File: src/rtl/core/lbtrt_pkg.sv
// ----------------------------------------------------------------------------
// lbtrt_pkg
// Shared types, constants and direction tables for the D3Q19 TRT collision core.
// ----------------------------------------------------------------------------
package lbtrt_pkg;

  localparam int POP_W      = 32;
  localparam int FRAC_BITS  = 28;
  localparam int RATE_SHIFT = 30;
  localparam int REG_W      = 32;
  localparam int SUM_W      = 37;
  localparam int NDIR       = 19;
  localparam int DIR_W      = 5;
  localparam int NODE_DEPTH = 2 * NDIR;
  localparam int NODE_AW    = $clog2(NODE_DEPTH);
  localparam int CFG_IDX_W  = 3;
  localparam int OUT_DATA_W = 136;

  localparam logic [CFG_IDX_W-1:0] REG_RATE_ANTISYM = 3'd0;
  localparam logic [CFG_IDX_W-1:0] REG_RATE_SYM     = 3'd1;
  localparam logic [CFG_IDX_W-1:0] REG_FORCE_X      = 3'd2;
  localparam logic [CFG_IDX_W-1:0] REG_FORCE_Y      = 3'd3;
  localparam logic [CFG_IDX_W-1:0] REG_FORCE_Z      = 3'd4;

  localparam logic [DIR_W-1:0] DIR_REST = 5'd0;
  localparam logic [DIR_W-1:0] DIR_LAST_AXIS = 5'd6;
  localparam logic [DIR_W-1:0] DIR_LAST = 5'd18;

  // Node summary handed from front to back
  typedef struct packed {
    logic                    bank;
    logic signed [SUM_W-1:0] rho;
    logic signed [SUM_W-1:0] jx;
    logic signed [SUM_W-1:0] jy;
    logic signed [SUM_W-1:0] jz;
  } job_t;

  // Node buffer write request
  typedef struct packed {
    logic                    en;
    logic [NODE_AW-1:0]      addr;
    logic signed [POP_W-1:0] data;
  } node_wr_t;

  // Live configuration
  typedef struct packed {
    logic [REG_W-1:0]        rate_antisym;
    logic [REG_W-1:0]        rate_sym;
    logic signed [REG_W-1:0] force_x;
    logic signed [REG_W-1:0] force_y;
    logic signed [REG_W-1:0] force_z;
  } cfg_t;

  localparam logic signed [1:0] DX [NDIR] = '{2'sd0, 2'sd1, -2'sd1, 2'sd0, 2'sd0, 2'sd0,
    2'sd0, 2'sd1, -2'sd1, 2'sd1, -2'sd1, 2'sd1, -2'sd1, 2'sd1, -2'sd1, 2'sd0, 2'sd0,
    2'sd0, 2'sd0};
  localparam logic signed [1:0] DY [NDIR] = '{2'sd0, 2'sd0, 2'sd0, 2'sd1, -2'sd1, 2'sd0,
    2'sd0, 2'sd1, -2'sd1, -2'sd1, 2'sd1, 2'sd0, 2'sd0, 2'sd0, 2'sd0, 2'sd1, -2'sd1,
    2'sd1, -2'sd1};
  localparam logic signed [1:0] DZ [NDIR] = '{2'sd0, 2'sd0, 2'sd0, 2'sd0, 2'sd0, 2'sd1,
    -2'sd1, 2'sd0, 2'sd0, 2'sd0, 2'sd0, 2'sd1, -2'sd1, -2'sd1, 2'sd1, 2'sd1, -2'sd1,
    -2'sd1, 2'sd1};

  // Map a node slot in one of the two banks to a buffer address
  function automatic logic [NODE_AW-1:0] node_addr(input logic bank,
                                                   input logic [DIR_W-1:0] k);
    logic [NODE_AW-1:0] a;
    a = NODE_AW'(k);
    return bank ? a + NODE_AW'(NDIR) : a;
  endfunction

  // Opposite direction: pairs are (1,2), (3,4), ...
  function automatic logic [DIR_W-1:0] opp_dir(input logic [DIR_W-1:0] k);
    if (k == DIR_REST) return DIR_REST;
    return k[0] ? k + 5'd1 : k - 5'd1;
  endfunction

  // Signed select: +v, -v or zero by a direction component
  function automatic logic signed [SUM_W+2:0] dir_term(input logic signed [SUM_W-1:0] v,
                                                       input logic signed [1:0] d);
    logic signed [SUM_W+2:0] e;
    e = (SUM_W+3)'(v);
    if (d == 2'sd1) return e;
    if (d == -2'sd1) return -e;
    return '0;
  endfunction

  // Clamp a wide signed value to the population range
  function automatic logic signed [POP_W-1:0] sat_pop(input logic signed [55:0] v);
    logic signed [55:0] hi;
    logic signed [55:0] lo;
    hi = 56'((64'sd1 <<< (POP_W - 1)) - 64'sd1);
    lo = -hi - 56'sd1;
    if (v > hi) return POP_W'(hi);
    if (v < lo) return POP_W'(lo);
    return POP_W'(v);
  endfunction

endpackage

File: src/rtl/core/lbtrt_queue.sv
// ----------------------------------------------------------------------------
// lbtrt_queue
// Two-entry queue of node summaries between front and back.
// ----------------------------------------------------------------------------
module lbtrt_queue (
  input  logic            clk,
  input  logic            rst_n,
  input  logic            push,
  input  lbtrt_pkg::job_t push_job,
  input  logic            pop,
  output logic            head_valid,
  output lbtrt_pkg::job_t head_job
);
  import lbtrt_pkg::*;

  job_t       slot_r [2];
  logic       wp_r, rp_r;
  logic [1:0] cnt_r;

  assign head_valid = (cnt_r != 2'd0);
  assign head_job   = slot_r[rp_r];

  // Store entries
  always_ff @(posedge clk) begin
    if (push) begin
      slot_r[wp_r] <= push_job;
    end
  end

  // Advance pointers and count
  always_ff @(posedge clk) begin
    if (!rst_n) begin
      wp_r  <= 1'b0;
      rp_r  <= 1'b0;
      cnt_r <= '0;
    end else begin
      if (push) wp_r <= ~wp_r;
      if (pop)  rp_r <= ~rp_r;
      if (push && !pop)      cnt_r <= cnt_r + 2'd1;
      else if (!push && pop) cnt_r <= cnt_r - 2'd1;
    end
  end

endmodule

File: config.mk
export PLATFORM = sky130hd
export DESIGN_NAME = lbtrt_queue
export DESIGN_NICKNAME = d
export VERILOG_FILES = /design/src/rtl/core/lbtrt_pkg.sv /design/src/rtl/core/lbtrt_queue.sv
export SDC_FILE = /design/constraint.sdc
export NUM_CORES = 1
export LEC_CHECK = 0
export BUFFER_PORTS_ARGS = -buffer_cell sky130_fd_sc_hd__buf_2
export CORE_MARGIN = 5
export CORE_UTILIZATION = 52
export CTS_BUF_LIST = sky130_fd_sc_hd__clkbuf_16
export DETAILED_ROUTE_END_ITERATION = 10
export PLACE_DENSITY = 0.82
export SETUP_SLACK_MARGIN = 0.02
export SLEW_MARGIN = 20
export SYNTH_ARGS = -nofsm -noshare
export SYNTH_HDL_FRONTEND = slang
export SYNTH_SLANG_ARGS = --single-unit
File: constraint.sdc
create_clock -name clk -period 9.27 [get_ports clk]
set_input_delay 0.927 -clock clk [delete_from_list [all_inputs] [get_ports clk]]
set_output_delay 0.927 -clock clk [all_outputs]
set_load 0.005 [all_outputs]
==> impl_metrics.toml <==
[run_status]
result_of_the_run = "completed"

[pwr]
total_power_uw = 3092
ir_worst_vdd_mv = 0.1629
static-leakage-power_uw = 0.005581
cellPowerDensity_nw_per_um2 = 218.7

[timing]
timing.max_slew.rel_slack_pct = 27.96
finClkSkew_ps = 8.626
slew_violations = 0
grt_setup_unrepaired = "false"
worstMarginPinSlew_ps = 1081
hold_slack_ps = 513.4
final.period_utilization_pct = 38.17
finalHoldViolCount = 0
min_period_ps = 3539
finalSetupTns_ps = 0
setup_violations = 0
maxClockFrequency_mhz = 282.6

[routing]
antenna_violating_nets_post_route = 0
drt-initial-drc-count = 228
drc = 0
highest_metal_used = "met5"
detailed_route_via_count = 5563
detailroute.wirelength.met2_um = 11040
route.final.wire_length_um = 21610
route.detailed.wl_per_inst_um = 19.38
routed-wl-met3_um = 2380
routed_via_density = 4.989
drtPass1Iterations = 4
met1_length_um = 7783

[synthesis]
synth-seq-area-share_pct = 79.44
synth_top_family_by_area = "multiplexers"
synth_adder_area_share_pct = 0.1098
synth.lib_cells_used.distinct = 17
synth.ff_latch_count = 303
synth_mux_area_share_pct = 18.06
synth.avg_cell_area_um2 = 23.49
synth_compound_gate_area_share_pct = 0.1757
synth-warning-count = 0
synth_fp_nets = 639
mappedNetlistArea_um2 = 11390
synthSimpleGateAreaFrac_pct = 0.4394
post_synth_xor_area_fraction_pct = 0.2307
post_synth_inst_count = 485

[finish]
filler_cells = 1474
postLayoutCellArea_um2 = 14140
final_common_cell = "buf_2"
most-common-layout-cells = "buf_2 (302), edfxtp_1 (298), mux2_4 (101)"
syn2layout_area_growth_pct = 24.13
post_route_cells_drive_above_1_share_pct = 60.82
final_core_utilization_pct = 65.20
finalNetCount = 963

[clocking]
cts.path.max_buffers = 3
cts_num_sinks = 303
cts_tree = "yes"
cts_inserted_buffers = 30
htree_levels = 1
clockRootBuffer = "clkbuf_16"
cts.repair.resized = 0
clock_transition_at_the_registers_of_the_reported_paths_ps = 60
insertion_delay_ps = 530
cts_post_setup_buffers_inserted = 0
hold_buffers = 0

[placed_design]
globalplace.congestion = 0.7431
place_area_um2 = 13150
detailedPlacementHpwl_um = 14670
place.port_buffers = 302

[global_route]
overall_track_demand_over_capacity_in_global_routing_pct = 16.48
grt_first_pass_wirelength_um = 31820
grt_overflow = 0
grt_antenna_before_repair = 8
via_count_of_the_first_global_routing_pass = 6020
maximum_number_of_pins_on_one_net_before_global_route_repair = 67

[worst_setup_path]
worst-endpoint-arrival_ps = 2610
kind_of_capture_point_of_the_worst_setup_path = "output port"
worst-setup-path-type = "flop to output port"
worst_ep_required_time_ps = 8340
cp-start-kind = "flop"
worstPathMaxFanout = 66

[floorplan]
start_util_pct = 52.52
die_area_um2 = 24970
chipHeight_um = 158.0
ioPinCount = 303
fp-row-count = 54
core_area_um2 = 21690
x_dimension_of_the_die_um = 158.0

[worst_hold_path]
worst_hold_class = "flop to flop"

[flow_run]
cap_viol_max_count = 0
-- synthesized netlist by cell type --
cell type / count / area [um^2]
ha_1: 1 / 12.51
o21ai_0: 1 / 5.000
o21a_1: 1 / 7.510
dfxtp_1: 5 / 100.1
a21boi_0: 1 / 7.510
buf_2: 3 / 15.01
or3_1: 1 / 6.260
buf_6: 14 / 157.7
inv_1: 1 / 3.750
edfxtp_1: 298 / 8949
or2_2: 1 / 6.260
nor2b_1: 2 / 12.51
xor2_1: 2 / 17.52
xnor2_1: 1 / 8.760
mux2_4: 101 / 1516
and2_1: 4 / 25.02
mux2_2: 48 / 540.5
-- power by group --
part | internal, uW | switching [uW] | total [uW]
sequential | 1590 | 22.4 | 1610
clock | 713 | 468 | 1180
combinational | 168 | 136 | 304
-- worst max-delay path, stage by stage, from the launching register on --
cell     delay, ps
dfxtp_4        600
buf_4          830
mux2_2         430
buf_2          130
-- routing by layer --
| metal | vias to the layer above | GRT usage, % |
|---|---|---|
| met2 | 238 | 28.86 |
| met3 | 43 | 6.206 |
| met4 | 10 | 4.102 |
| met1 | 2691 | 19.33 |
| li1 | 2581 | - |
| met5 | - | 0 |
-- state kept, by name (all words and copies together) (netlist names), named ones only --
signal,flops
rp_r,1
cnt_r,2
wp_r,1
slot_r,298
-- cell families (layout without fill, tap and decap cells) --
| group | after synthesis | count (layout) |
|---|---|---|
| flip-flops | 303 | 303 |
| AO/OA/AOI/OAI | 3 | 3 |
| other | 0 | 3 |
| multiplexers | 149 | 149 |
| adder cells (fa/ha/maj) | 1 | 1 |
| XOR/XNOR | 3 | 3 |
| buffers and inverters | 18 | 365 |
| AND/OR/NAND/NOR | 8 | 8 |
-- final timing paths --
| path | startpoint | endpoint | slack, ps | depth (start not counted) |
|---|---|---|---|---|
| setup / recovery | flop | head_job[143] | 5730 | 3 |
| hold reg to reg | cnt_r[1]$_SDFFE_PN0P_ | cnt_r[1]$_SDFFE_PN0P_ | 510 | 2 |
| hold / removal | cnt_r[1]$_SDFFE_PN0P_ | cnt_r[1]$_SDFFE_PN0P_ | 510 | 2 |
| setup reg to reg | wp_r$_SDFFE_PN0P_ | slot_r[1][75]$_DFFE_PP_ | 6530 | 3 |
-- area by class of cell --
type | instances | area (um^2) | share of cell area, %
Multi-Input combinational cell | 164 | 2176 | 15.39
Clock buffer | 31 | 775.7 | 5.486
Timing Repair Buffer | 309 | 1564 | 11.06
Sequential cell | 303 | 9052 | 64.02
Tap cell | 280 | 350.3 | 2.478
Clock inverter | 24 | 210.2 | 1.487
Antenna cell | 3 | 7.507 | 0.05309
Inverter | 1 | 3.754 | 0.02655
-- through the flow --
step / setup slack (ps) / cells
finish: 5731 / 1115
global route: 5596 / 1115
CTS: 5661 / 1112
detailed placement: 5789 / 1057
global placement: 5799 / 1057
floorplan: 1190 / 485
(Power assumes the default switching activity.)
