<file path="config.mk">
export PLATFORM = sky130hd
export DESIGN_NAME = lbtrt_front
export DESIGN_NICKNAME = d
export VERILOG_FILES = /design/src/rtl/core/lbtrt_pkg.sv /design/src/rtl/core/lbtrt_front.sv
export SDC_FILE = /design/constraint.sdc
export NUM_CORES = 1
export LEC_CHECK = 0
export BUFFER_PORTS_ARGS = -buffer_cell sky130_fd_sc_hd__buf_2
export CAP_MARGIN = 10
export CORE_ASPECT_RATIO = 0.9
export CORE_UTILIZATION = 45
export DETAILED_ROUTE_END_ITERATION = 10
export GPL_ROUTABILITY_DRIVEN = 0
export PLACE_DENSITY = 0.62
export SYNTH_ARGS = -nofsm -noshare
export SYNTH_HDL_FRONTEND = slang
export SYNTH_SLANG_ARGS = --single-unit
</file>
<file path="constraint.sdc">
create_clock -name clk -period 6.8 [get_ports clk]
set_input_delay 0.68 -clock clk [delete_from_list [all_inputs] [get_ports clk]]
set_output_delay 0.68 -clock clk [all_outputs]
set_load 0.02 [all_outputs]
</file>
<file path="src/rtl/core/lbtrt_pkg.sv">
// ----------------------------------------------------------------------------
// lbtrt_pkg
// Shared types, constants and direction tables for the D3Q19 TRT collision core.
// ----------------------------------------------------------------------------
package lbtrt_pkg;

  localparam int POP_W      = 32;
  localparam int FRAC_BITS  = 28;
  localparam int RATE_SHIFT = 30;
  localparam int REG_W      = 32;
  localparam int SUM_W      = 37;
  localparam int NDIR       = 19;
  localparam int DIR_W      = 5;
  localparam int NODE_DEPTH = 2 * NDIR;
  localparam int NODE_AW    = $clog2(NODE_DEPTH);
  localparam int CFG_IDX_W  = 3;
  localparam int OUT_DATA_W = 136;

  localparam logic [CFG_IDX_W-1:0] REG_RATE_ANTISYM = 3'd0;
  localparam logic [CFG_IDX_W-1:0] REG_RATE_SYM     = 3'd1;
  localparam logic [CFG_IDX_W-1:0] REG_FORCE_X      = 3'd2;
  localparam logic [CFG_IDX_W-1:0] REG_FORCE_Y      = 3'd3;
  localparam logic [CFG_IDX_W-1:0] REG_FORCE_Z      = 3'd4;

  localparam logic [DIR_W-1:0] DIR_REST = 5'd0;
  localparam logic [DIR_W-1:0] DIR_LAST_AXIS = 5'd6;
  localparam logic [DIR_W-1:0] DIR_LAST = 5'd18;

  // Node summary handed from front to back
  typedef struct packed {
    logic                    bank;
    logic signed [SUM_W-1:0] rho;
    logic signed [SUM_W-1:0] jx;
    logic signed [SUM_W-1:0] jy;
    logic signed [SUM_W-1:0] jz;
  } job_t;

  // Node buffer write request
  typedef struct packed {
    logic                    en;
    logic [NODE_AW-1:0]      addr;
    logic signed [POP_W-1:0] data;
  } node_wr_t;

  // Live configuration
  typedef struct packed {
    logic [REG_W-1:0]        rate_antisym;
    logic [REG_W-1:0]        rate_sym;
    logic signed [REG_W-1:0] force_x;
    logic signed [REG_W-1:0] force_y;
    logic signed [REG_W-1:0] force_z;
  } cfg_t;

  localparam logic signed [1:0] DX [NDIR] = '{2'sd0, 2'sd1, -2'sd1, 2'sd0, 2'sd0, 2'sd0,
    2'sd0, 2'sd1, -2'sd1, 2'sd1, -2'sd1, 2'sd1, -2'sd1, 2'sd1, -2'sd1, 2'sd0, 2'sd0,
    2'sd0, 2'sd0};
  localparam logic signed [1:0] DY [NDIR] = '{2'sd0, 2'sd0, 2'sd0, 2'sd1, -2'sd1, 2'sd0,
    2'sd0, 2'sd1, -2'sd1, -2'sd1, 2'sd1, 2'sd0, 2'sd0, 2'sd0, 2'sd0, 2'sd1, -2'sd1,
    2'sd1, -2'sd1};
  localparam logic signed [1:0] DZ [NDIR] = '{2'sd0, 2'sd0, 2'sd0, 2'sd0, 2'sd0, 2'sd1,
    -2'sd1, 2'sd0, 2'sd0, 2'sd0, 2'sd0, 2'sd1, -2'sd1, -2'sd1, 2'sd1, 2'sd1, -2'sd1,
    -2'sd1, 2'sd1};

  // Map a node slot in one of the two banks to a buffer address
  function automatic logic [NODE_AW-1:0] node_addr(input logic bank,
                                                   input logic [DIR_W-1:0] k);
    logic [NODE_AW-1:0] a;
    a = NODE_AW'(k);
    return bank ? a + NODE_AW'(NDIR) : a;
  endfunction

  // Opposite direction: pairs are (1,2), (3,4), ...
  function automatic logic [DIR_W-1:0] opp_dir(input logic [DIR_W-1:0] k);
    if (k == DIR_REST) return DIR_REST;
    return k[0] ? k + 5'd1 : k - 5'd1;
  endfunction

  // Signed select: +v, -v or zero by a direction component
  function automatic logic signed [SUM_W+2:0] dir_term(input logic signed [SUM_W-1:0] v,
                                                       input logic signed [1:0] d);
    logic signed [SUM_W+2:0] e;
    e = (SUM_W+3)'(v);
    if (d == 2'sd1) return e;
    if (d == -2'sd1) return -e;
    return '0;
  endfunction

  // Clamp a wide signed value to the population range
  function automatic logic signed [POP_W-1:0] sat_pop(input logic signed [55:0] v);
    logic signed [55:0] hi;
    logic signed [55:0] lo;
    hi = 56'((64'sd1 <<< (POP_W - 1)) - 64'sd1);
    lo = -hi - 56'sd1;
    if (v > hi) return POP_W'(hi);
    if (v < lo) return POP_W'(lo);
    return POP_W'(v);
  endfunction

endpackage

</file>
<file path="src/rtl/core/lbtrt_front.sv">
// ----------------------------------------------------------------------------
// lbtrt_front
// Accepts populations, buffers them per bank and sums density and momentum.
// ----------------------------------------------------------------------------
module lbtrt_front (
  input  logic                              clk,
  input  logic                              rst_n,
  input  logic                              in_tvalid,
  output logic                              in_tready,
  input  logic signed [lbtrt_pkg::POP_W-1:0] in_pop,
  output lbtrt_pkg::node_wr_t               node_wr,
  output logic                              job_push,
  output lbtrt_pkg::job_t                   job,
  input  logic                              job_release
);
  import lbtrt_pkg::*;

  logic [DIR_W-1:0]        fill_r;
  logic                    bank_r;
  logic [1:0]              busy_r;
  logic signed [SUM_W-1:0] rho_r, jx_r, jy_r, jz_r;
  logic signed [SUM_W-1:0] rho_nxt, jx_nxt, jy_nxt, jz_nxt;
  logic                    acc;
  logic signed [SUM_W-1:0] fe;

  // Two banks: hold input while both are owned by pending nodes
  assign in_tready = (busy_r != 2'd2);
  assign acc       = in_tvalid && in_tready;
  assign fe        = SUM_W'(in_pop);

  assign node_wr.en   = acc;
  assign node_wr.addr = node_addr(bank_r, fill_r);
  assign node_wr.data = in_pop;

  always_comb begin
    rho_nxt = rho_r + fe;
    jx_nxt  = jx_r + SUM_W'(dir_term(fe, DX[fill_r]));
    jy_nxt  = jy_r + SUM_W'(dir_term(fe, DY[fill_r]));
    jz_nxt  = jz_r + SUM_W'(dir_term(fe, DZ[fill_r]));
  end

  assign job_push = acc && (fill_r == DIR_LAST);
  assign job.bank = bank_r;
  assign job.rho  = rho_nxt;
  assign job.jx   = jx_nxt;
  assign job.jy   = jy_nxt;
  assign job.jz   = jz_nxt;

  // Advance fill position and sums; clear at node end
  always_ff @(posedge clk) begin
    if (!rst_n) begin
      fill_r <= '0;
      bank_r <= 1'b0;
      rho_r  <= '0;
      jx_r   <= '0;
      jy_r   <= '0;
      jz_r   <= '0;
    end else if (acc) begin
      if (fill_r == DIR_LAST) begin
        fill_r <= '0;
        bank_r <= ~bank_r;
        rho_r  <= '0;
        jx_r   <= '0;
        jy_r   <= '0;
        jz_r   <= '0;
      end else begin
        fill_r <= fill_r + 5'd1;
        rho_r  <= rho_nxt;
        jx_r   <= jx_nxt;
        jy_r   <= jy_nxt;
        jz_r   <= jz_nxt;
      end
    end
  end

  // Count banks owned by nodes not yet fully emitted
  always_ff @(posedge clk) begin
    if (!rst_n) begin
      busy_r <= '0;
    end else if (job_push && !job_release) begin
      busy_r <= busy_r + 2'd1;
    end else if (!job_push && job_release) begin
      busy_r <= busy_r - 2'd1;
    end
  end

endmodule

</file>
==> results.toml, run 1 <==
[global_route]
grt_pass1_wl_um = 84310
grt-ovfl-total = 0
grt_max_degree = 82
grt_use_total = 0.2849
first_global_vias = 15420
antenna_found_initial = 2

[route]
wirelength_um = 53930
top_layer = "met4"
met2_length_um = 23240
wl_met3_um = 3875
ant_nets = 0
vias = 16840
drc = 0
avgViaCountPerCell = 5.996
met1_length_um = 25730
wl_per_cell_um = 19.20
drt-initial-drc-count = 1096
drt_first_pass_iters = 7

[final_layout]
final_cells = 2809
drive_gt1_frac = 0.1343
num-nets-final = 2511
n_fill_cell = 3613
areaGrowthSynthToFinish_pct = 10.83
final_core_util = 0.5065

[timing]
slew_headroom = 0.3008
fin_skew_ps = 12.18
fmax_ghz = 0.1537
period_needed_ps = 6506
whs_ps = 463.9
finalHoldViolations = 0
report.final.slew_viol_count = 0
min_period_over_period = 0.9568
tightest_slew_ps = 1049
setup_viol = 0

[placed_design]
dp_hpwl_um = 41020
port_buffers = 225
dp_cells = 2775

[critical_path]
r2r_setup_slack_ps = 1760
cp-start-kind = "primary input"
critPathMaxFanout = 8
end_kind = "output pin"
critPathRequiredTime_ps = 6120
worstPathArrival_ps = 5830
crit_type = "in2out"

[power]
p_leak_nw = 8.358
irDropWorstVdd_mv = 0.1542
power_density_nw_per_um2 = 184.8

[clocking]
clock_latency_ps = 460
cts_setup_buffers = 0
cts_sinks = 156
cts_max_level = 4
hold_buffers = 0
cts_buffers = 17
ctsLongestPathBuffers = 2
cts_tree = "done"
clkTransAtPathRegs_ps = 70
cts-root-buf = "clkbuf_16"

[logic_synthesis]
ys_seq_area_frac = 0.1894
ys_warn_count = 0
ys_seq_elements = 156
yosys_most_used_dff = "dfxtp_1"
synth_cell_types = 84
synth_edf_count = 0
synth_nets = 2407
syn-cell-area_um2 = 16490
synthCells = 2214
async_flop_share = 0
synth.avg_cell_area_um2 = 7.448

[hold_path]
worstHoldPathType = "reg2reg"

[die]
die_x_um = 203.8
floorplan.initialDensity = 0.4570
die_h_um = 183.6
core_region_area_um2 = 36090
rows = 66
die-area_um2 = 37420
io-pin-count = 226

[outcome]
status = "finished, final reports clean"

[run]
drv_cap = 0
-- layout by cell type, fill, tap and decap left out, types with 6 or more instances in the layout --
cell type,count
a211oi_1,16
a21boi_0,18
a21o_1,69
a21oi_1,194
a22o_1,59
a22oi_1,60
a31oi_1,19
a32o_1,8
and2_1,31
and3_1,14
buf_2,225
buf_4,24
clkbuf_16,17
dfxtp_1,156
ha_1,153
inv_1,75
mux2i_1,7
nand2_1,173
nand2b_1,29
nand3_1,39
nand4_1,41
nor2_1,190
nor2b_1,71
nor3_1,32
nor3b_1,7
nor4_1,11
o2111ai_1,7
o211ai_1,25
o21a_1,26
o21ai_0,115
o21bai_1,24
o22ai_1,6
o31ai_1,21
or2_2,7
or3_1,49
or4_1,7
xnor2_1,103
xor2_1,89
-- registers in the layout, indices dropped and copies added (netlist names) --
| register | count |
|---|---|
| bank_r | 1 |
| rho_r | 37 |
| jy_r | 37 |
| jx_r | 37 |
| busy_r | 2 |
| jz_r | 37 |
| fill_r | 5 |
-- logic make-up (layout without fill, tap and decap cells) --
family | Yosys count | after routing | synth area share
AND/OR/NAND/NOR | 740 | 740 | 0.2285
AO/OA/AOI/OAI | 722 | 722 | 0.2913
buffers and inverters | 240 | 357 | 0.06373
XOR/XNOR | 192 | 192 | 0.1020
adder cells (fa/ha/maj) | 157 | 157 | 0.1209
flip-flops | 156 | 156 | 0.1894
multiplexers | 7 | 7 | 0.004249
other | 0 | 2 | 0
-- power by group --
| group | leakage [nW] | switching (W) | total [W] | internal (W) |
|---|---|---|---|---|
| Combinational | 6.79 | 0.000883 | 0.00132 | 0.000441 |
| Clock | 0.304 | 0.000436 | 0.00104 | 0.000599 |
| Sequential | 1.27 | 0.0000423 | 0.00102 | 0.000976 |
| Total | 8.36 | 0.00136 | 0.00338 | 0.00202 |
-- metal layers --
metal	global-route usage	vias to the layer above
met3	0.03793	61
met2	0.4366	589
met1	0.4139	7953
li1	-	8241
met4	0.07489	0
met5	0	-
-- worst paths after layout --
kind,start,to,cells past startpoint
setup / recovery,in_pop[1],job[110],20
hold / removal,jx_r[35]$_SDFFE_PN0P_,jx_r[35]$_SDFFE_PN0P_,2
setup reg to reg,fill_r[0]$_SDFFE_PN0P_,jz_r[34]$_SDFFE_PN0P_,16
hold reg to reg,jx_r[35]$_SDFFE_PN0P_,jx_r[35]$_SDFFE_PN0P_,2
-- metrics by stage --
step,worst slack [ps],TNS [ps],area [um^2],total power (W)
5_1_grt,-7.522,-7.522,18270,0.003549
3_3_place_gp,448.4,0,17650,0.002328
3_5_place_dp,306.2,0,17650,0.002337
6_report,293.6,0,18280,0.003378
4_1_cts,294.4,0,18270,0.003383
2_1_floorplan,941.6,0,16490,0.001941
-- critical path, stage by stage --
cell	delay, ps
buf_2	140
inv_1	130
ha_1	290
nor3b_1	260
nand4_1	230
or3_1	480
or3_1	370
nand2_1	90
xor2_1	270
nor2_1	70
ha_1	410
nand3_1	190
or3_1	350
a2111oi_1	560
buf_4	220
o21ai_0	180
and3_1	260
or2_2	280
xnor2_1	150
buf_2	190
-- what timing repair did --
action / CTS / global route
endpoints found under the setup margin: 0 / 1
endpoints found under the hold margin: 0 / 0
gates resized for setup: 0 / 1
-- Yosys cell counts (32+ instances only) --
cell	instances	area share
a22oi_1	60	0.027
nand3_1	39	0.012
nand2_1	174	0.040
buf_4	34	0.015
ha_1	153	0.12
o21ai_0	115	0.035
and2_1	32	0.012
xor2_1	89	0.047
nor3_1	32	0.0097
nand4_1	41	0.016
xnor2_1	103	0.055
or3_1	49	0.019
nor2b_1	71	0.027
a22o_1	59	0.031
a21oi_1	194	0.059
nor2_1	193	0.044
clkbuf_1	119	0.027
inv_1	75	0.017
a21o_1	69	0.031
dfxtp_1	156	0.19
-- final cells by class --
class	instances	area, um^2	share of cell area
repair buffers	249	1306	0.07147
inverters	76	285.3	0.01561
diodes	2	5.005	0.0002738
clock buffers	19	452.9	0.02478
flip-flops and latches	156	3123	0.1709
clock inverters	13	165.2	0.009036
multi-input cells	1818	12340	0.6754
well taps	476	595.6	0.03258
Power figures use the tool's default switching activity.
==> inputs of run 2 (changes only) <==
--- a/config.mk
+++ b/config.mk
@@ -8,10 +8,11 @@
 export BUFFER_PORTS_ARGS = -buffer_cell sky130_fd_sc_hd__buf_2
 export CAP_MARGIN = 10
 export CORE_ASPECT_RATIO = 0.9
-export CORE_UTILIZATION = 45
+export CORE_UTILIZATION = 55
 export DETAILED_ROUTE_END_ITERATION = 10
 export GPL_ROUTABILITY_DRIVEN = 0
-export PLACE_DENSITY = 0.62
+export PLACE_DENSITY = 0.74
+export RECOVER_POWER = 50
 export SYNTH_ARGS = -nofsm -noshare
 export SYNTH_HDL_FRONTEND = slang
 export SYNTH_SLANG_ARGS = --single-unit
==> results.toml, run 2 (synthesis gave the netlist of run 1 again) <==
[critical_path]
critPathMaxFanout = 35
r2r_setup_slack_ps = 640
end_kind = "output pin"
cp-start-kind = "flip-flop"
slowest_delay_ps = 670
crit_path_top_delay_cell = "a2111oi_0"
crit_chain = "inv_1 > ha_1 > nor3_1 > nor2_1 > o21ai_4 > nor2_1 > ha_1 > inv_1 > fa_1 > nand2b_1 > a21oi_1 > o21ai_0 > a2111oi_0 > buf_4 > o21ai_0 > and3_1 > or2_2 > xnor2_1 > buf_2"
crit_type = "reg2out"
critPathRequiredTime_ps = 6120
worst_r2r_path_depth = 9
worstPathArrival_ps = 5820

[final_layout]
design_area_um2 = 18050
n_fill_cell = 2658
areaGrowthSynthToFinish_pct = 9.469
num-nets-final = 2506
drive_gt1_frac = 0.09458
most-common-layout-cells = "a21oi_1, nor2_1, nand2_1"
final_core_util = 0.6191
final_common_cell = "a21oi_1"

[die]
floorplan.initialDensity = 0.5655
rows = 59
die_h_um = 166.3
io-pin-count = 226
core_region_area_um2 = 29160
die-area_um2 = 30680
die_x_um = 184.5

[route]
ant_nets = 0
vias = 17120
wl_met3_um = 5095
avgViaCountPerCell = 6.284
top_layer = "met4"
drt_first_pass_iters = 5
met2_length_um = 22400
drc = 0
wl_per_cell_um = 19.00
met1_length_um = 22960
wirelength_um = 51770
drt-initial-drc-count = 1467

[power]
power_density_nw_per_um2 = 187.7
pwr-share-comb = 0.379
swShare = 0.4014
p_clk_frac = 0.320
p_int_w = 0.002029
irDropWorstVdd_mv = 0.1794
p_leak_nw = 8.078
power_frac_seq = 0.301
p_sw_w = 0.001360
power_w = 0.003389

[hold_path]
whs_path_depth = 2
worstHoldPathType = "reg2reg"

[timing]
min_period_over_period = 0.9560
tightest_slew_ps = 2606
finalWorstSetupSlack_ps = 299.4
rsz0062_at_grt = "false"
slew_headroom = -0.7373
fmax_ghz = 0.1538
setup_viol = 0
report.final.slew_viol_count = 151
fin_skew_ps = 13.10
tns_ps = 0
period_needed_ps = 6501
finalHoldViolations = 0

[placed_design]
post-place-ws_ps = 503.2
port_buffers = 225
placed_area_um2 = 17520
dp_hpwl_um = 38870

[clocking]
cts_max_level = 4
cts_buffers = 17
clkTransAtPathRegs_ps = 70
cts_tree = "done"
cts_sinks = 156
ctsResizeCount = 0
cts-root-buf = "clkbuf_16"
cts_setup_buffers = 0
clock_latency_ps = 460
ctsLongestPathBuffers = 2
hold_buffers = 0

[run]
drv_cap = 3

[global_route]
antenna_found_initial = 3
grt_max_degree = 66
grt-ovfl-total = 0
first_global_vias = 15670
grt_use_total = 0.3316
grt_pass1_wl_um = 81850

[outcome]
violations = "max-capacitance violations, max-slew violations"
status = "complete, but fails checks"
## run 2: worst max-delay path: cells and delay by family (launching register included)
| family | cells | cell delay [ps] |
|---|---|---|
| AOI/OAI and AO/OA | 5 | 1600 |
| DFF | 1 | 580 |
| buffers and inverters | 4 | 690 |
| xor gates and xnor gates | 1 | 130 |
| and+or+nand+nor | 6 | 1290 |
| adders and majority gates | 3 | 1050 |
## run 2: worst paths after layout
kind | from | end
setup / recovery | fill_r[0]$_SDFFE_PN0P_ | job[110]
hold / removal | jx_r[35]$_SDFFE_PN0P_ | jx_r[35]$_SDFFE_PN0P_
setup reg to reg | busy_r[0]$_SDFFE_PN0P_ | jz_r[34]$_SDFFE_PN0P_
hold reg to reg | jx_r[35]$_SDFFE_PN0P_ | jx_r[35]$_SDFFE_PN0P_
## run 2: area by class of cell
| cell class | count | area, um^2 | area share |
|---|---|---|---|
| Multi-Input combinational cell | 1818 | 12350 | 0.6839 |
| Sequential cell | 156 | 3123 | 0.1730 |
| Timing Repair Buffer | 244 | 1152 | 0.06383 |
| Tap cell | 396 | 495.5 | 0.02745 |
| Clock buffer | 20 | 456.7 | 0.02530 |
| Inverter | 76 | 285.3 | 0.01580 |
| Clock inverter | 12 | 185.2 | 0.01026 |
| Antenna cell | 3 | 7.507 | 0.0004159 |
## run 2: power groups by stage
stage | clock (W) | combinational [W] | sequential (W)
after floorplan | 0 | 0.000916 | 0.00102
after global placement | 0 | 0.00126 | 0.00104
after detailed placement | 0 | 0.00127 | 0.00104
after CTS | 0.00109 | 0.00128 | 0.00102
after global routing | 0.00112 | 0.00138 | 0.00103
final | 0.00108 | 0.00128 | 0.00102
## run 2: layer usage
metal	vias up	global-route usage
met1	7939	0.4757
met4	0	0.1047
met5	-	0
met2	881	0.5062
met3	97	0.04737
li1	8206	-
## run 2: stage by stage
step	instances	hold slack, ps
final	2725	462.9
after global routing	2724	496.5
after CTS	2722	468.1
after detailed placement	2690	454.4
after global placement	2690	450.4
after floorplan	2214	431.8
==> inputs of run 3 (changes only) <==
--- a/config.mk
+++ b/config.mk
@@ -11,6 +11,7 @@
 export CORE_UTILIZATION = 55
 export DETAILED_ROUTE_END_ITERATION = 10
 export GPL_ROUTABILITY_DRIVEN = 0
+export GPL_TIMING_DRIVEN = 0
 export PLACE_DENSITY = 0.74
 export RECOVER_POWER = 50
 export SYNTH_ARGS = -nofsm -noshare
==> results.toml, run 3 (synthesis gave the netlist of run 1 again) <==
[outcome]
status = "finished, final reports clean"

[critical_path]
cp-start-kind = "flip-flop"
crit_chain = "clkbuf_1 > inv_1 > ha_1 > and3b_1 > o31ai_2 > clkbuf_1 > o21ai_0 > a21oi_1 > ha_1 > o211ai_1 > a21oi_1 > o2111ai_1 > o211a_1 > o21ai_0 > o31ai_1 > o21a_1 > xnor2_1 > buf_2"
cp.buffers_inverters = 4
critPathMaxFanout = 10
worstPathArrival_ps = 5870
crit_path_top_delay_cell = "o31ai_2"
crit_type = "reg2out"
crit_family = "compound AO/OA/AOI/OAI gates"
critPathRequiredTime_ps = 6120
end_kind = "output pin"
slowest_delay_ps = 560

[timing]
report.final.slew_viol_count = 0
whs_ps = 468.5
finalHoldViolations = 0
setup_viol = 0
tightest_slew_ps = 1014
slew_headroom = 0.3237
period_needed_ps = 6551
fin_skew_ps = 13.66
fmax_ghz = 0.1526
min_period_over_period = 0.9634

[clocking]
clock_latency_ps = 450
cts_max_level = 4
ctsLongestPathBuffers = 2
cts_sinks = 156
cts_tree = "done"
clkTransAtPathRegs_ps = 70
cts_buffers = 17
hold_buffers = 0
cts-root-buf = "clkbuf_16"

[die]
die_x_um = 184.5
die_h_um = 166.3
rows = 59
io-pin-count = 226
core_region_area_um2 = 29160
floorplan.initialDensity = 0.5655
die-area_um2 = 30680

[global_route]
grt_max_degree = 17
first_global_vias = 16410
antenna_found_initial = 1
grt-ovfl-total = 0
grt_pass1_wl_um = 86910
grt_use_total = 0.3599

[route]
wl_per_cell_um = 19.77
ant_nets = 0
drt_first_pass_iters = 5
drt-initial-drc-count = 1555
vias = 18040
wirelength_um = 56730
drc = 0
avgViaCountPerCell = 6.285

[hold_path]
worstHoldPathType = "reg2reg"

[power]
irDropWorstVdd_mv = 0.1898
p_leak_nw = 8.371
power_w = 0.003337
power_density_nw_per_um2 = 178.5

[final_layout]
final_common_cell = "a21oi_1"
drive_gt1_frac = 0.1076
most-common-layout-cells = "a21oi_1, nor2_1, clkbuf_1"
num-nets-final = 2653
areaGrowthSynthToFinish_pct = 13.37
final_cells = 2870
n_fill_cell = 2673

[run]
drv_cap = 0

[placed_design]
port_buffers = 225
dp_hpwl_um = 44880
dp_cells = 2835
## run 3: tightest hold or removal path, delay by kind of cell, from the launching register on
family          cells  cell delay (ps)
compound gates      1               50
flops               1              320
simple gates        1               50
## run 3: area by class of cell
class                           count  area (um^2)  area share
Sequential cell                   156         3123      0.1670
Tap cell                          396        495.5     0.02650
Timing Repair Buffer              228         1056     0.05649
Clock buffer                       18        429.2     0.02296
Inverter                           76        285.3     0.01526
Antenna cell                        1        2.502   0.0001339
Clock inverter                     14        147.6    0.007897
Multi-Input combinational cell   1818        12390      0.6626
Buffer                            163        769.5     0.04116
## run 3: worst paths after layout
check	startpoint	end	slack (ps)	cells past startpoint
min reg2reg	jx_r[35]$_SDFFE_PN0P_	jx_r[35]$_SDFFE_PN0P_	470	2
max	fill_r[1]$_SDFFE_PN0P_	job[67]	250	18
max reg2reg	fill_r[1]$_SDFFE_PN0P_	jz_r[33]$_SDFFE_PN0P_	1320	17
min	jx_r[35]$_SDFFE_PN0P_	jx_r[35]$_SDFFE_PN0P_	470	2
## run 3: power by group
group	internal (W)	leakage, nW	switching (W)	total, W
clock network	0.000541	0.280	0.000436	0.000977
registers	0.000976	1.27	0.0000420	0.00102
logic	0.000427	6.82	0.000915	0.00134
## run 3: timing repair
action / in CTS / in global routing
gates resized for setup: 6 / 22
cloned: 0 / 0
setup buffers: 0 / 2
endpoints found under the setup margin: 6 / 25
pin swaps: 0 / 2
## run 3: metal layers
layer	part of all wire	global-route usage	up-vias	routed length [um]
li1	-	-	8539	-
met1	0.42	0.4928	8421	23880
met2	0.43	0.5606	969	24570
met3	0.11	0.06316	109	6347
met4	0.034	0.1330	0	1935
met5	0	0	-	0
## run 3: stage by stage
| stage | cell area [um^2] | setup TNS [ps] | setup WS (ps) | util |
|---|---|---|---|---|
| global placement | 18110 | -281.2 | -234.3 | 0.6212 |
| detailed placement | 18110 | -787.6 | -414.3 | 0.6212 |
| finish | 18700 | 0 | 248.9 | 0.6412 |
| global route | 18700 | -0.2136 | -0.2136 | 0.6412 |
| CTS | 18710 | 0 | 28.98 | 0.6418 |
| floorplan | 16490 | 0 | 941.6 | - |
