### src/rtl/core/lbtrt_ram.sv
// ----------------------------------------------------------------------------
// lbtrt_ram
// Generic single-write, single-read RAM with registered read data.
// ----------------------------------------------------------------------------
module lbtrt_ram #(
  parameter int WIDTH = 32,
  parameter int DEPTH = 38
) (
  input  logic                     clk,
  input  logic                     we,
  input  logic [$clog2(DEPTH)-1:0] waddr,
  input  logic [WIDTH-1:0]         wdata,
  input  logic [$clog2(DEPTH)-1:0] raddr,
  output logic [WIDTH-1:0]         rdata
);

  logic [WIDTH-1:0] mem [DEPTH];

  // Write and registered read
  always_ff @(posedge clk) begin
    if (we) begin
      mem[waddr] <= wdata;
    end
    rdata <= mem[raddr];
  end

endmodule

### config.mk
export PLATFORM = sky130hd
export DESIGN_NAME = lbtrt_ram
export DESIGN_NICKNAME = d
export VERILOG_FILES = /design/src/rtl/core/lbtrt_ram.sv
export SDC_FILE = /design/constraint.sdc
export NUM_CORES = 1
export LEC_CHECK = 0
export BUFFER_PORTS_ARGS = -buffer_cell sky130_fd_sc_hd__buf_2
export CORE_MARGIN = 10
export CORE_UTILIZATION = 40
export CTS_CLUSTER_DIAMETER = 120
export DETAILED_ROUTE_END_ITERATION = 8
export SYNTH_ARGS = -nofsm -noshare
export SYNTH_HDL_FRONTEND = slang
export SYNTH_SLANG_ARGS = --single-unit
### constraint.sdc
create_clock -name clk -period 4.3 [get_ports clk]
set_clock_uncertainty 0.15 [all_clocks]
set_input_delay 0.86 -clock clk [delete_from_list [all_inputs] [get_ports clk]]
set_output_delay 0.86 -clock clk [all_outputs]
set_load 0.05 [all_outputs]
==> impl_metrics.prom, run 1 <==
# TYPE chip_impl_metric gauge
chip_impl_metric{name="htree_levels",unit=""} 3
chip_impl_info{name="critPathLaunchType",value="input pin"} 1
chip_impl_metric{name="antenna_found_initial",unit=""} 7
chip_impl_metric{name="floorplan.initialDensity",unit=""} 0.402
chip_impl_metric{name="slew_at_the_pin_closest_to_its_max_slew_limit",unit="ns"} 1.28
chip_impl_metric{name="cts_hold_buf",unit=""} 0
chip_impl_metric{name="cts-buffers-inserted",unit=""} 121
chip_impl_metric{name="hold_viol",unit=""} 0
chip_impl_metric{name="area_share_of_the_largest_cell_type_after_synthesis",unit=""} 0.760
chip_impl_metric{name="synth_seq_area_share",unit=""} 0.773
chip_impl_info{name="status",value="finished clean"} 1
chip_impl_metric{name="dr.first_iter.drc_count",unit=""} 2371
chip_impl_metric{name="max-vdd-ir-drop",unit="V"} 0.000306
chip_impl_metric{name="syn-instance-count",unit=""} 2496
chip_impl_metric{name="flow.area_growth_from_synthesis",unit="%"} 15.0
chip_impl_metric{name="critical_path.max_fanout",unit=""} 37
chip_impl_metric{name="worstHoldPathCells",unit=""} 4
chip_impl_metric{name="syn_area",unit="sq mm"} 0.0481
chip_impl_metric{name="leakage_power",unit="nW"} 18.7
chip_impl_metric{name="final.setup.tns",unit="ns"} 0
chip_impl_metric{name="gpl.final_weighted_congestion",unit=""} 0.781
chip_impl_metric{name="gr-usage-all-layers",unit=""} 0.184
chip_impl_metric{name="synth_seq_cells",unit=""} 1248
chip_impl_metric{name="mean_cell_area_of_the_mapped_netlist",unit="sq um"} 19.3
chip_impl_info{name="yosys.area.top_type",value="sky130_fd_sc_hd__edfxtp_1"} 1
chip_impl_metric{name="hpwlAfterDp",unit="microns"} 71300
chip_impl_metric{name="cts_resized",unit=""} 0
chip_impl_metric{name="die_width",unit="microns"} 367
chip_impl_metric{name="design.portCount",unit=""} 78
chip_impl_metric{name="drcViolationCount",unit=""} 0
chip_impl_metric{name="setup.reg_to_reg.worst_slack",unit="ns"} 2.19
chip_impl_metric{name="number_of_cell_rows",unit=""} 127
chip_impl_metric{name="cts_max_path_buffers",unit=""} 3
chip_impl_info{name="timing.critical_path.to_type",value="flop"} 1
chip_impl_metric{name="die-area",unit="sq mm"} 0.134
chip_impl_metric{name="worst_slew_margin_rel",unit=""} 0.144
chip_impl_metric{name="chipHeight",unit="microns"} 367
chip_impl_info{name="min_path_type",value="reg2reg"} 1
chip_impl_metric{name="final.fill_count",unit=""} 9933
chip_impl_metric{name="dr_total_vias",unit=""} 24844
chip_impl_info{name="critPathKind",value="in2reg"} 1
chip_impl_metric{name="ff2ff_path_depth",unit=""} 5
chip_impl_metric{name="max_freq",unit="GHz"} 0.367
chip_impl_metric{name="arrival_time_reported_for_the_critical_path_endpoint",unit="ns"} 3.11
chip_impl_metric{name="worst_skew_late_latency",unit="ns"} 0.70
chip_impl_metric{name="cts.repair_timing.setup_buffer_count",unit=""} 0
chip_impl_metric{name="synth.lib_cells_used.distinct",unit=""} 32
chip_impl_metric{name="setup_slack",unit="ns"} 1.58
chip_impl_metric{name="timing.max_cap.violations",unit=""} 0
chip_impl_metric{name="grt_remaining_overflow",unit=""} 0
chip_impl_metric{name="period_share",unit=""} 0.634
chip_impl_metric{name="grt_max_degree",unit=""} 73
chip_impl_metric{name="synthesis.yosys.warnings",unit=""} 0
chip_impl_metric{name="core_area",unit="sq mm"} 0.120
chip_impl_info{name="netlist_top_cells_area",value="sky130_fd_sc_hd__edfxtp_1, sky130_fd_sc_hd__mux2i_1, sky130_fd_sc_hd__a22oi_1, sky130_fd_sc_hd__mux4_2, sky130_fd_sc_hd__dfxtp_1"} 1
chip_impl_metric{name="worst_setup_hold_path_clk_slew",unit="ns"} 0.06
chip_impl_metric{name="clkSinkCount",unit=""} 1248
chip_impl_metric{name="power-per-cell-area",unit="mW/mm^2"} 466
chip_impl_metric{name="final_period_minus_worst_setup_slack",unit="ns"} 2.72
chip_impl_info{name="clock-root-buffer",value="sky130_fd_sc_hd__clkbuf_16"} 1
chip_impl_info{name="critical_path.slowest_cell",value="sky130_fd_sc_hd__o41ai_2"} 1
chip_impl_metric{name="cpPeakStageDelay",unit="ns"} 0.61
chip_impl_metric{name="post-place-ws",unit="ns"} 0.842
chip_impl_metric{name="area_taken_by_multi_input_logic_gates",unit="sq mm"} 0.0104
chip_impl_metric{name="cp_data_required_time",unit="ns"} 4.68
chip_impl_metric{name="wire_per_inst",unit="microns"} 29.0
chip_impl_metric{name="final-seq-area",unit="sq mm"} 0.0372
chip_impl_metric{name="routed_wirelength",unit="microns"} 127000
chip_impl_metric{name="drt_first_pass_iters",unit=""} 5
chip_impl_metric{name="report.final.setup_viol",unit=""} 0
chip_impl_metric{name="design.final.nets",unit=""} 2701
chip_impl_info{name="rsz0062_at_grt",value="false"} 1
chip_impl_metric{name="finalMaxSlewViolations",unit=""} 0
chip_impl_metric{name="wire_length_of_the_first_global_routing_pass",unit="microns"} 182000
chip_impl_metric{name="synth.net_count",unit=""} 2542
chip_impl_metric{name="final_layout_size_suffix_gt1_frac",unit=""} 0.181
chip_impl_metric{name="vias_per_cell",unit=""} 5.68
chip_impl_metric{name="ant_nets",unit=""} 0
chip_impl_info{name="cts_tree",value="done"} 1
chip_impl_info{name="timing.critical_path.cells",value="buf_4 -> and2_4 -> buf_12 -> a22o_1 -> a221oi_1 -> o22ai_1 -> o41ai_2"} 1
chip_impl_metric{name="grt_pass1_vias",unit=""} 25006
chip_impl_metric{name="io_buffers",unit=""} 77
## power breakdown
| group | internal [W] | switching, W |
|---|---|---|
| Sequential | 0.0135 | 0.0000476 |
| Clock | 0.00639 | 0.00446 |
| Combinational | 0.000435 | 0.000951 |
## worst max-delay path: cells and delay by family
kind                   cells  cell delay, ns
and+or+nand+nor            1            0.37
AOI/OAI and AO/OA          4            1.31
buffers and inverters      2            0.50
## sequential cells by signal, indices dropped and copies added, names as in the netlist
register,flops
rdata,32
mem,1216
## layer usage
layer,global-route usage,wire [microns],vias to the layer above
met5,0,34,-
met4,0.0531,3130,4
met3,0.0338,9020,188
met2,0.301,61400,983
met1,0.249,53400,13054
li1,-,-,10615
## cell usage after synthesis
master / n
sky130_fd_sc_hd__nand2b_1: 4
sky130_fd_sc_hd__nand2_1: 38
sky130_fd_sc_hd__edfxtp_1: 1216
sky130_fd_sc_hd__mux4_2: 32
sky130_fd_sc_hd__o22ai_1: 32
sky130_fd_sc_hd__buf_4: 29
sky130_fd_sc_hd__nand4b_1: 1
sky130_fd_sc_hd__clkbuf_4: 10
sky130_fd_sc_hd__buf_2: 23
sky130_fd_sc_hd__or3_1: 1
sky130_fd_sc_hd__nand3_1: 4
sky130_fd_sc_hd__buf_8: 3
sky130_fd_sc_hd__nand3b_1: 1
sky130_fd_sc_hd__mux2i_1: 544
sky130_fd_sc_hd__a22o_1: 64
sky130_fd_sc_hd__a21oi_1: 64
sky130_fd_sc_hd__nor2b_1: 5
sky130_fd_sc_hd__nand4_1: 2
sky130_fd_sc_hd__and2_1: 1
sky130_fd_sc_hd__a22oi_1: 128
sky130_fd_sc_hd__a221oi_2: 12
sky130_fd_sc_hd__buf_1: 14
sky130_fd_sc_hd__clkbuf_1: 64
sky130_fd_sc_hd__o41ai_2: 32
sky130_fd_sc_hd__buf_6: 12
sky130_fd_sc_hd__nor2_1: 40
sky130_fd_sc_hd__dfxtp_1: 32
sky130_fd_sc_hd__a221oi_1: 52
sky130_fd_sc_hd__o211ai_1: 32
sky130_fd_sc_hd__nor3_1: 2
sky130_fd_sc_hd__or2_2: 1
sky130_fd_sc_hd__or3b_2: 1
## logic make-up after synthesis
group / after synthesis / synth area share
buffers and inverters: 155 / 0.0183
flip-flops: 1248 / 0.773
AND/OR/NAND/NOR: 101 / 0.00906
AO/OA/AOI/OAI: 416 / 0.0715
multiplexers: 576 / 0.128
## through the flow
| step | cells | hold slack (ns) | total power [W] | cell area, sq um | utilization |
|---|---|---|---|---|---|
| after detailed placement | 4144 | 0.462 | 0.0152 | 51200 | 0.428 |
| after CTS | 4374 | 0.475 | 0.0259 | 55300 | 0.462 |
| after floorplan | 2496 | 0.427 | 0.0146 | 48100 | - |
| after global placement | 4144 | 0.472 | 0.0151 | 51200 | 0.428 |
| after global routing | 4374 | 0.510 | 0.0265 | 55300 | 0.462 |
| final | 4375 | 0.473 | 0.0257 | 55300 | 0.462 |
## cells in the final DEF, fill, tap and decap left out, drive strengths merged
cell	count
o22ai	32
clkinvlp	12
a21oi	64
o41ai	32
edfxtp	1216
a221oi	64
a22oi	128
mux2i	544
or3	1
nand2	38
bufinv	16
inv	2
nand4	2
mux4	32
and2	1
or2	1
or3b	1
nand4b	1
clkinv	50
nor3	2
nor2	40
dfxtp	32
nand2b	4
nand3b	1
o211ai	32
nand3	4
clkbuf	150
a22o	64
diode	1
buf	191
nor2b	5
## final timing paths
path | endpoint | start
setup reg to reg | rdata[25] | mem[29][25]
hold reg to reg | rdata[14] | mem[37][14]
setup / recovery | rdata[16] | raddr[2]
hold / removal | rdata[14] | mem[37][14]
## layout make-up
type,instances,area share
flip-flops and latches,1248,0.672
repair buffers,191,0.0297
multi-input cells,1093,0.187
well taps,1612,0.0365
clock inverters,80,0.0148
clock buffers,150,0.0598
diodes,1,0.0000453
(Power assumes the default switching activity.)
==> inputs of run 2 (changes only) <==
clock period = 2.8 ns   (was 4.3 ns; I/O delays follow)
==> impl_metrics.prom, run 2 (synthesis gave the netlist of run 1 again) <==
# TYPE chip_impl_metric gauge
chip_impl_metric{name="core_area",unit="sq mm"} 0.120
chip_impl_metric{name="power-per-cell-area",unit="mW/mm^2"} 705
chip_impl_metric{name="design.final.nets",unit=""} 2758
chip_impl_metric{name="seqPwrFrac",unit=""} 0.521
chip_impl_info{name="regToRegEndpoint",value="rdata[25]"} 1
chip_impl_metric{name="final_layout_size_suffix_gt1_frac",unit=""} 0.200
chip_impl_metric{name="design_power_total",unit="W"} 0.0398
chip_impl_metric{name="leakage_power",unit="nW"} 19.3
chip_impl_info{name="worst_r2r_startpoint",value="mem[17][25]"} 1
chip_impl_metric{name="hpwlAfterDp",unit="microns"} 70800
chip_impl_metric{name="place_area",unit="sq mm"} 0.0523
chip_impl_info{name="registers.top_by_ff_count",value="mem"} 1
chip_impl_metric{name="max-vdd-ir-drop",unit="V"} 0.000631
chip_impl_metric{name="cts-buffers-inserted",unit=""} 120
chip_impl_metric{name="worst_slew_margin_rel",unit=""} 0.456
chip_impl_metric{name="power.share.combinational",unit=""} 0.055
chip_impl_metric{name="final_period_minus_worst_setup_slack",unit="ns"} 2.22
chip_impl_metric{name="period_share",unit=""} 0.794
chip_impl_metric{name="flow.area_growth_from_synthesis",unit="%"} 17.5
chip_impl_metric{name="finalMaxSlewViolations",unit=""} 0
chip_impl_info{name="critPathLaunchType",value="flop"} 1
chip_impl_metric{name="ff2ff_path_depth",unit=""} 5
chip_impl_metric{name="chipHeight",unit="microns"} 367
chip_impl_metric{name="worst_setup_hold_path_clk_slew",unit="ns"} 0.06
chip_impl_info{name="mostFrequentLayoutCell",value="sky130_fd_sc_hd__edfxtp_1"} 1
chip_impl_info{name="clock-root-buffer",value="sky130_fd_sc_hd__clkbuf_16"} 1
chip_impl_metric{name="antenna_found_initial",unit=""} 7
chip_impl_metric{name="drcViolationCount",unit=""} 0
chip_impl_metric{name="gr-usage-all-layers",unit=""} 0.185
chip_impl_metric{name="wire_length_of_the_first_global_routing_pass",unit="microns"} 182000
chip_impl_info{name="worstHoldStart",value="wdata[31]"} 1
chip_impl_metric{name="post-place-cells",unit=""} 4202
chip_impl_metric{name="slew_at_the_pin_closest_to_its_max_slew_limit",unit="ns"} 0.816
chip_impl_info{name="cts_tree",value="done"} 1
chip_impl_metric{name="cts.repair_timing.setup_buffer_count",unit=""} 0
chip_impl_metric{name="worstHoldPathCells",unit=""} 1
chip_impl_metric{name="worst_skew_late_latency",unit="ns"} 0.70
chip_impl_info{name="rsz0062_at_grt",value="false"} 1
chip_impl_metric{name="grt_remaining_overflow",unit=""} 0
chip_impl_metric{name="cpPeakStageDelay",unit="ns"} 0.49
chip_impl_metric{name="setup.reg_to_reg.worst_slack",unit="ns"} 0.91
chip_impl_metric{name="dr_total_vias",unit=""} 24994
chip_impl_metric{name="cts_resized",unit=""} 0
chip_impl_metric{name="clk_pwr_share",unit=""} 0.424
chip_impl_info{name="largestRegisters",value="mem (1216), rdata (32)"} 1
chip_impl_info{name="min_path_type",value="in2reg"} 1
chip_impl_metric{name="report.final.setup_viol",unit=""} 0
chip_impl_metric{name="design_area",unit="sq mm"} 0.0565
chip_impl_metric{name="drt_first_pass_iters",unit=""} 6
chip_impl_metric{name="critical_path.max_fanout",unit=""} 1
chip_impl_metric{name="grt_pass1_vias",unit=""} 25235
chip_impl_info{name="worst_case_hold_path_end_point",value="mem[30][31]"} 1
chip_impl_metric{name="total_switching_power",unit="W"} 0.00831
chip_impl_metric{name="cts_hold_buf",unit=""} 0
chip_impl_metric{name="gpl.final_weighted_congestion",unit=""} 0.786
chip_impl_info{name="critPathKind",value="reg2out"} 1
chip_impl_metric{name="dr.first_iter.drc_count",unit=""} 2499
chip_impl_metric{name="io_buffers",unit=""} 77
chip_impl_metric{name="final_core_util",unit=""} 0.472
chip_impl_metric{name="grt_max_degree",unit=""} 60
chip_impl_metric{name="arrival_time_reported_for_the_critical_path_endpoint",unit="ns"} 1.51
chip_impl_metric{name="number_of_cell_rows",unit=""} 127
chip_impl_info{name="timing.critical_path.from",value="rdata[3]"} 1
chip_impl_metric{name="post_layout_nonfiller_instances",unit=""} 4431
chip_impl_metric{name="cp_data_required_time",unit="ns"} 2.09
chip_impl_metric{name="ant_nets",unit=""} 0
chip_impl_metric{name="netSwitchingFraction",unit=""} 0.209
chip_impl_metric{name="design.portCount",unit=""} 78
chip_impl_info{name="status",value="finished clean"} 1
chip_impl_metric{name="htree_levels",unit=""} 3
chip_impl_metric{name="path_buf_inv",unit=""} 1
chip_impl_metric{name="cts_max_path_buffers",unit=""} 3
chip_impl_metric{name="die_width",unit="microns"} 367
chip_impl_metric{name="floorplan.initialDensity",unit=""} 0.402
chip_impl_metric{name="die-area",unit="sq mm"} 0.134
chip_impl_info{name="critical_path.slowest_cell",value="sky130_fd_sc_hd__dfxtp_1"} 1
chip_impl_info{name="timing.critical_path.cells",value="buf_2"} 1
chip_impl_metric{name="internal_power",unit="W"} 0.0315
chip_impl_metric{name="largest_reg_flops",unit=""} 1216
chip_impl_metric{name="vias_per_cell",unit=""} 5.64
chip_impl_metric{name="routed_wirelength",unit="microns"} 128000
chip_impl_metric{name="clkSinkCount",unit=""} 1248
chip_impl_metric{name="timing.max_cap.violations",unit=""} 0
chip_impl_metric{name="whs",unit="ns"} 0.248
chip_impl_info{name="cpLargestDelayFamily",value="flip-flops"} 1
chip_impl_info{name="timing.critical_path.to_type",value="primary output"} 1
chip_impl_metric{name="wire_per_inst",unit="microns"} 28.8
chip_impl_metric{name="hold_viol",unit=""} 0
chip_impl_info{name="mostFrequentLayoutCells",value="sky130_fd_sc_hd__edfxtp_1, sky130_fd_sc_hd__mux2i_1, sky130_fd_sc_hd__a22oi_1"} 1
chip_impl_metric{name="max_freq",unit="GHz"} 0.450
run 2: cell types whose count changed in the layout (fill, tap and decap cells not counted), moves of 5 or more:
cell                         change
sky130_fd_sc_hd__buf_12         +54
sky130_fd_sc_hd__clkinv_1       -14
sky130_fd_sc_hd__clkbuf_8       +12
sky130_fd_sc_hd__clkinvlp_4      -7
sky130_fd_sc_hd__clkbuf_1        +5
run 2: through the flow:
stage                     TNS, ns  setup slack (ns)
after floorplan           -164.88            -0.345
after global placement          0             0.145
after detailed placement        0             0.107
after CTS                       0             0.492
after global routing            0             0.517
final                           0             0.577
run 2: how the worst max path moves through the flow:
stage	cells past startpoint	to
6_report	1	rdata[3]
5_1_grt	1	rdata[3]
4_1_cts	1	rdata[3]
3_5_place_dp	8	rdata[21]
3_3_place_gp	8	rdata[21]
2_1_floorplan	3	mem[13][0]
run 2: cell type report:
type                            instances  area, sq um
Multi-Input combinational cell       1093        10400
Tap cell                             1612         2020
Antenna cell                            2         5.00
Fill cell                            9753        63200
Timing Repair Buffer                  249         2760
Clock buffer                          163         3390
Clock inverter                         64          796
Sequential cell                      1248        37200
run 2: power by group through the flow:
stage / clock (W) / combinational, W / sequential, W
floorplan: 0 / 0.00110 / 0.0213
global placement: 0 / 0.00216 / 0.0211
detailed placement: 0 / 0.00220 / 0.0211
CTS: 0.0171 / 0.00221 / 0.0207
global route: 0.0179 / 0.00233 / 0.0207
finish: 0.0169 / 0.00220 / 0.0207
run 2: layer usage:
layer,global-route usage,part of all wire,vias to the layer above
met3,0.0367,0.073,193
met4,0.0524,0.025,4
met1,0.248,0.42,13119
met5,0,0.00024,-
met2,0.304,0.49,957
li1,-,-,10721
==> inputs of run 3 (changes only) <==
clock period = 2.25 ns   (was 2.8 ns; I/O delays follow)
==> impl_metrics.prom, run 3 (synthesis gave the netlist of run 1 again) <==
# TYPE chip_impl_metric gauge
chip_impl_info{name="status",value="finished clean"} 1
chip_impl_metric{name="cpPeakStageDelay",unit="ns"} 0.46
chip_impl_info{name="timing.critical_path.cells",value="buf_2"} 1
chip_impl_info{name="critPathLaunchType",value="flop"} 1
chip_impl_metric{name="die_width",unit="microns"} 367
chip_impl_metric{name="vias_per_cell",unit=""} 5.67
chip_impl_metric{name="hold_viol",unit=""} 0
chip_impl_metric{name="final.fill_count",unit=""} 9753
chip_impl_info{name="rsz0062_at_grt",value="false"} 1
chip_impl_metric{name="hpwlAfterDp",unit="microns"} 75300
chip_impl_metric{name="final_core_util",unit=""} 0.481
chip_impl_metric{name="number_of_cell_rows",unit=""} 127
chip_impl_metric{name="finalMaxSlewViolations",unit=""} 0
chip_impl_metric{name="grt_max_degree",unit=""} 46
chip_impl_metric{name="design_power_total",unit="W"} 0.0494
chip_impl_metric{name="cts.repair_timing.setup_buffer_count",unit=""} 0
chip_impl_info{name="clock-root-buffer",value="sky130_fd_sc_hd__clkbuf_16"} 1
chip_impl_metric{name="power-per-cell-area",unit="mW/mm^2"} 859
chip_impl_metric{name="met3_layer_wire_length_in_the_routed_design",unit="microns"} 8460
chip_impl_metric{name="internal_power",unit="W"} 0.0386
chip_impl_metric{name="final-seq-area",unit="sq mm"} 0.0372
chip_impl_metric{name="total_switching_power",unit="W"} 0.0108
chip_impl_metric{name="floorplan.initialDensity",unit=""} 0.402
chip_impl_metric{name="clkSinkCount",unit=""} 1248
chip_impl_metric{name="arrival_time_reported_for_the_critical_path_endpoint",unit="ns"} 1.54
chip_impl_metric{name="gpl.final_weighted_congestion",unit=""} 0.801
chip_impl_info{name="registers.top_by_ff_count",value="mem"} 1
chip_impl_metric{name="path_buf_inv",unit=""} 1
chip_impl_metric{name="routed-wl-met2",unit="microns"} 64600
chip_impl_metric{name="routedLengthMet1",unit="microns"} 54600
chip_impl_metric{name="flow.area_growth_from_synthesis",unit="%"} 19.7
chip_impl_metric{name="core_area",unit="sq mm"} 0.120
chip_impl_metric{name="leakage_power",unit="nW"} 19.9
chip_impl_metric{name="max_freq",unit="GHz"} 0.468
chip_impl_metric{name="timing.max_cap.violations",unit=""} 0
chip_impl_info{name="largestRegisters",value="mem (1216), rdata (32)"} 1
chip_impl_metric{name="ant_nets",unit=""} 0
chip_impl_metric{name="cts_max_path_buffers",unit=""} 3
chip_impl_metric{name="dr.first_iter.drc_count",unit=""} 2529
chip_impl_metric{name="io_buffers",unit=""} 77
chip_impl_metric{name="slew_at_the_pin_closest_to_its_max_slew_limit",unit="ns"} 0.776
chip_impl_metric{name="gr-usage-all-layers",unit=""} 0.190
chip_impl_metric{name="dr_total_vias",unit=""} 25836
chip_impl_metric{name="final_period_minus_worst_setup_slack",unit="ns"} 2.14
chip_impl_info{name="min_path_type",value="in2reg"} 1
chip_impl_metric{name="chipHeight",unit="microns"} 367
chip_impl_info{name="timing.critical_path.to_type",value="primary output"} 1
chip_impl_metric{name="worst_slew_margin_rel",unit=""} 0.483
chip_impl_metric{name="grt_remaining_overflow",unit=""} 0
chip_impl_metric{name="grt_pass1_vias",unit=""} 26388
chip_impl_metric{name="final_layout_size_suffix_gt1_frac",unit=""} 0.228
chip_impl_metric{name="clk_pwr_share",unit=""} 0.419
chip_impl_metric{name="htree_levels",unit=""} 4
chip_impl_metric{name="die-area",unit="sq mm"} 0.134
chip_impl_metric{name="max-vdd-ir-drop",unit="V"} 0.000699
chip_impl_metric{name="antenna_found_initial",unit=""} 10
chip_impl_metric{name="worst_skew_late_latency",unit="ns"} 0.75
chip_impl_metric{name="seqPwrFrac",unit=""} 0.522
chip_impl_metric{name="cts_hold_buf",unit=""} 0
chip_impl_metric{name="area_taken_by_multi_input_logic_gates",unit="sq mm"} 0.0104
chip_impl_info{name="mostFrequentLayoutCells",value="sky130_fd_sc_hd__edfxtp_1, sky130_fd_sc_hd__mux2i_1, sky130_fd_sc_hd__buf_4"} 1
chip_impl_info{name="cpLargestDelayFamily",value="flip-flops"} 1
chip_impl_info{name="critPathKind",value="reg2out"} 1
chip_impl_metric{name="wire_per_inst",unit="microns"} 28.6
chip_impl_info{name="mostFrequentLayoutCell",value="sky130_fd_sc_hd__edfxtp_1"} 1
chip_impl_metric{name="cp_data_required_time",unit="ns"} 1.65
chip_impl_metric{name="routed_wirelength",unit="microns"} 130000
chip_impl_metric{name="netSwitchingFraction",unit=""} 0.219
chip_impl_info{name="cts_tree",value="done"} 1
chip_impl_metric{name="wire_length_of_the_first_global_routing_pass",unit="microns"} 187000
chip_impl_metric{name="drt_first_pass_iters",unit=""} 5
chip_impl_metric{name="power.share.combinational",unit=""} 0.059
chip_impl_metric{name="drcViolationCount",unit=""} 0
chip_impl_info{name="highest_routed_layer",value="met5"} 1
chip_impl_metric{name="period_share",unit=""} 0.950
chip_impl_metric{name="critical_path.max_fanout",unit=""} 1
chip_impl_metric{name="cts_resized",unit=""} 0
chip_impl_metric{name="design.final.nets",unit=""} 2889
chip_impl_metric{name="largest_reg_flops",unit=""} 1216
chip_impl_metric{name="cts-buffers-inserted",unit=""} 131
chip_impl_metric{name="report.final.setup_viol",unit=""} 0
chip_impl_info{name="critical_path.slowest_cell",value="sky130_fd_sc_hd__dfxtp_1"} 1
chip_impl_metric{name="worst_setup_hold_path_clk_slew",unit="ns"} 0.06
chip_impl_metric{name="design.portCount",unit=""} 78
==> run 3: cell count changes in the layout (fill, tap and decap cells not counted), sizes merged <==
| cell | previous run | this run |
|---|---|---|
| buf | 249 | 369 |
| bufinv | 18 | 6 |
| clkbuf | 163 | 176 |
| clkinv | 38 | 34 |
| diode | 2 | 3 |
| inv | 3 | 13 |
==> run 3: cell type report <==
type,count,area share
diodes,3,0.000130
clock buffers,176,0.0611
clock inverters,58,0.0105
multi-input cells,1093,0.180
flip-flops and latches,1248,0.646
well taps,1612,0.0350
repair buffers,369,0.0676
==> run 3: power by group through the flow <==
stage	clock network (W)	logic, W	registers [W]
finish	0.0207	0.00291	0.0258
global route	0.0220	0.00308	0.0258
CTS	0.0211	0.00291	0.0258
detailed placement	0	0.00291	0.0263
global placement	0	0.00284	0.0263
floorplan	0	0.00139	0.0265
==> run 3: per-stage QoR <==
stage                     std cells  area, sq um  setup TNS [ns]  hold slack [ns]  setup slack (ns)
final                          4559        57600               0           0.0434             0.113
after global placement         4322        53400           -2.11            0.446            -0.253
after global routing           4556        57600               0           0.0330            0.0863
after floorplan                2496        48300         -112.79            0.399            -0.287
after CTS                      4556        57600               0          0.00301            0.0475
after detailed placement       4322        53400           -2.86            0.462            -0.300
==> run 3: worst paths after layout <==
| kind | start | slack, ns | end | cells past startpoint |
|---|---|---|---|---|
| max | rdata[3] | 0.11 | rdata[3] | 1 |
| min | waddr[0] | 0.04 | mem[16][27] | 2 |
| max reg2reg | mem[29][17] | 0.41 | rdata[17] | 5 |
| min reg2reg | mem[37][28] | 0.46 | rdata[28] | 4 |
==> run 3: routing by layer <==
| layer | up-vias | GRT usage |
|---|---|---|
| met1 | 13672 | 0.255 |
| met5 | - | 0 |
| met4 | 6 | 0.0506 |
| li1 | 10997 | - |
| met3 | 191 | 0.0319 |
| met2 | 970 | 0.319 |
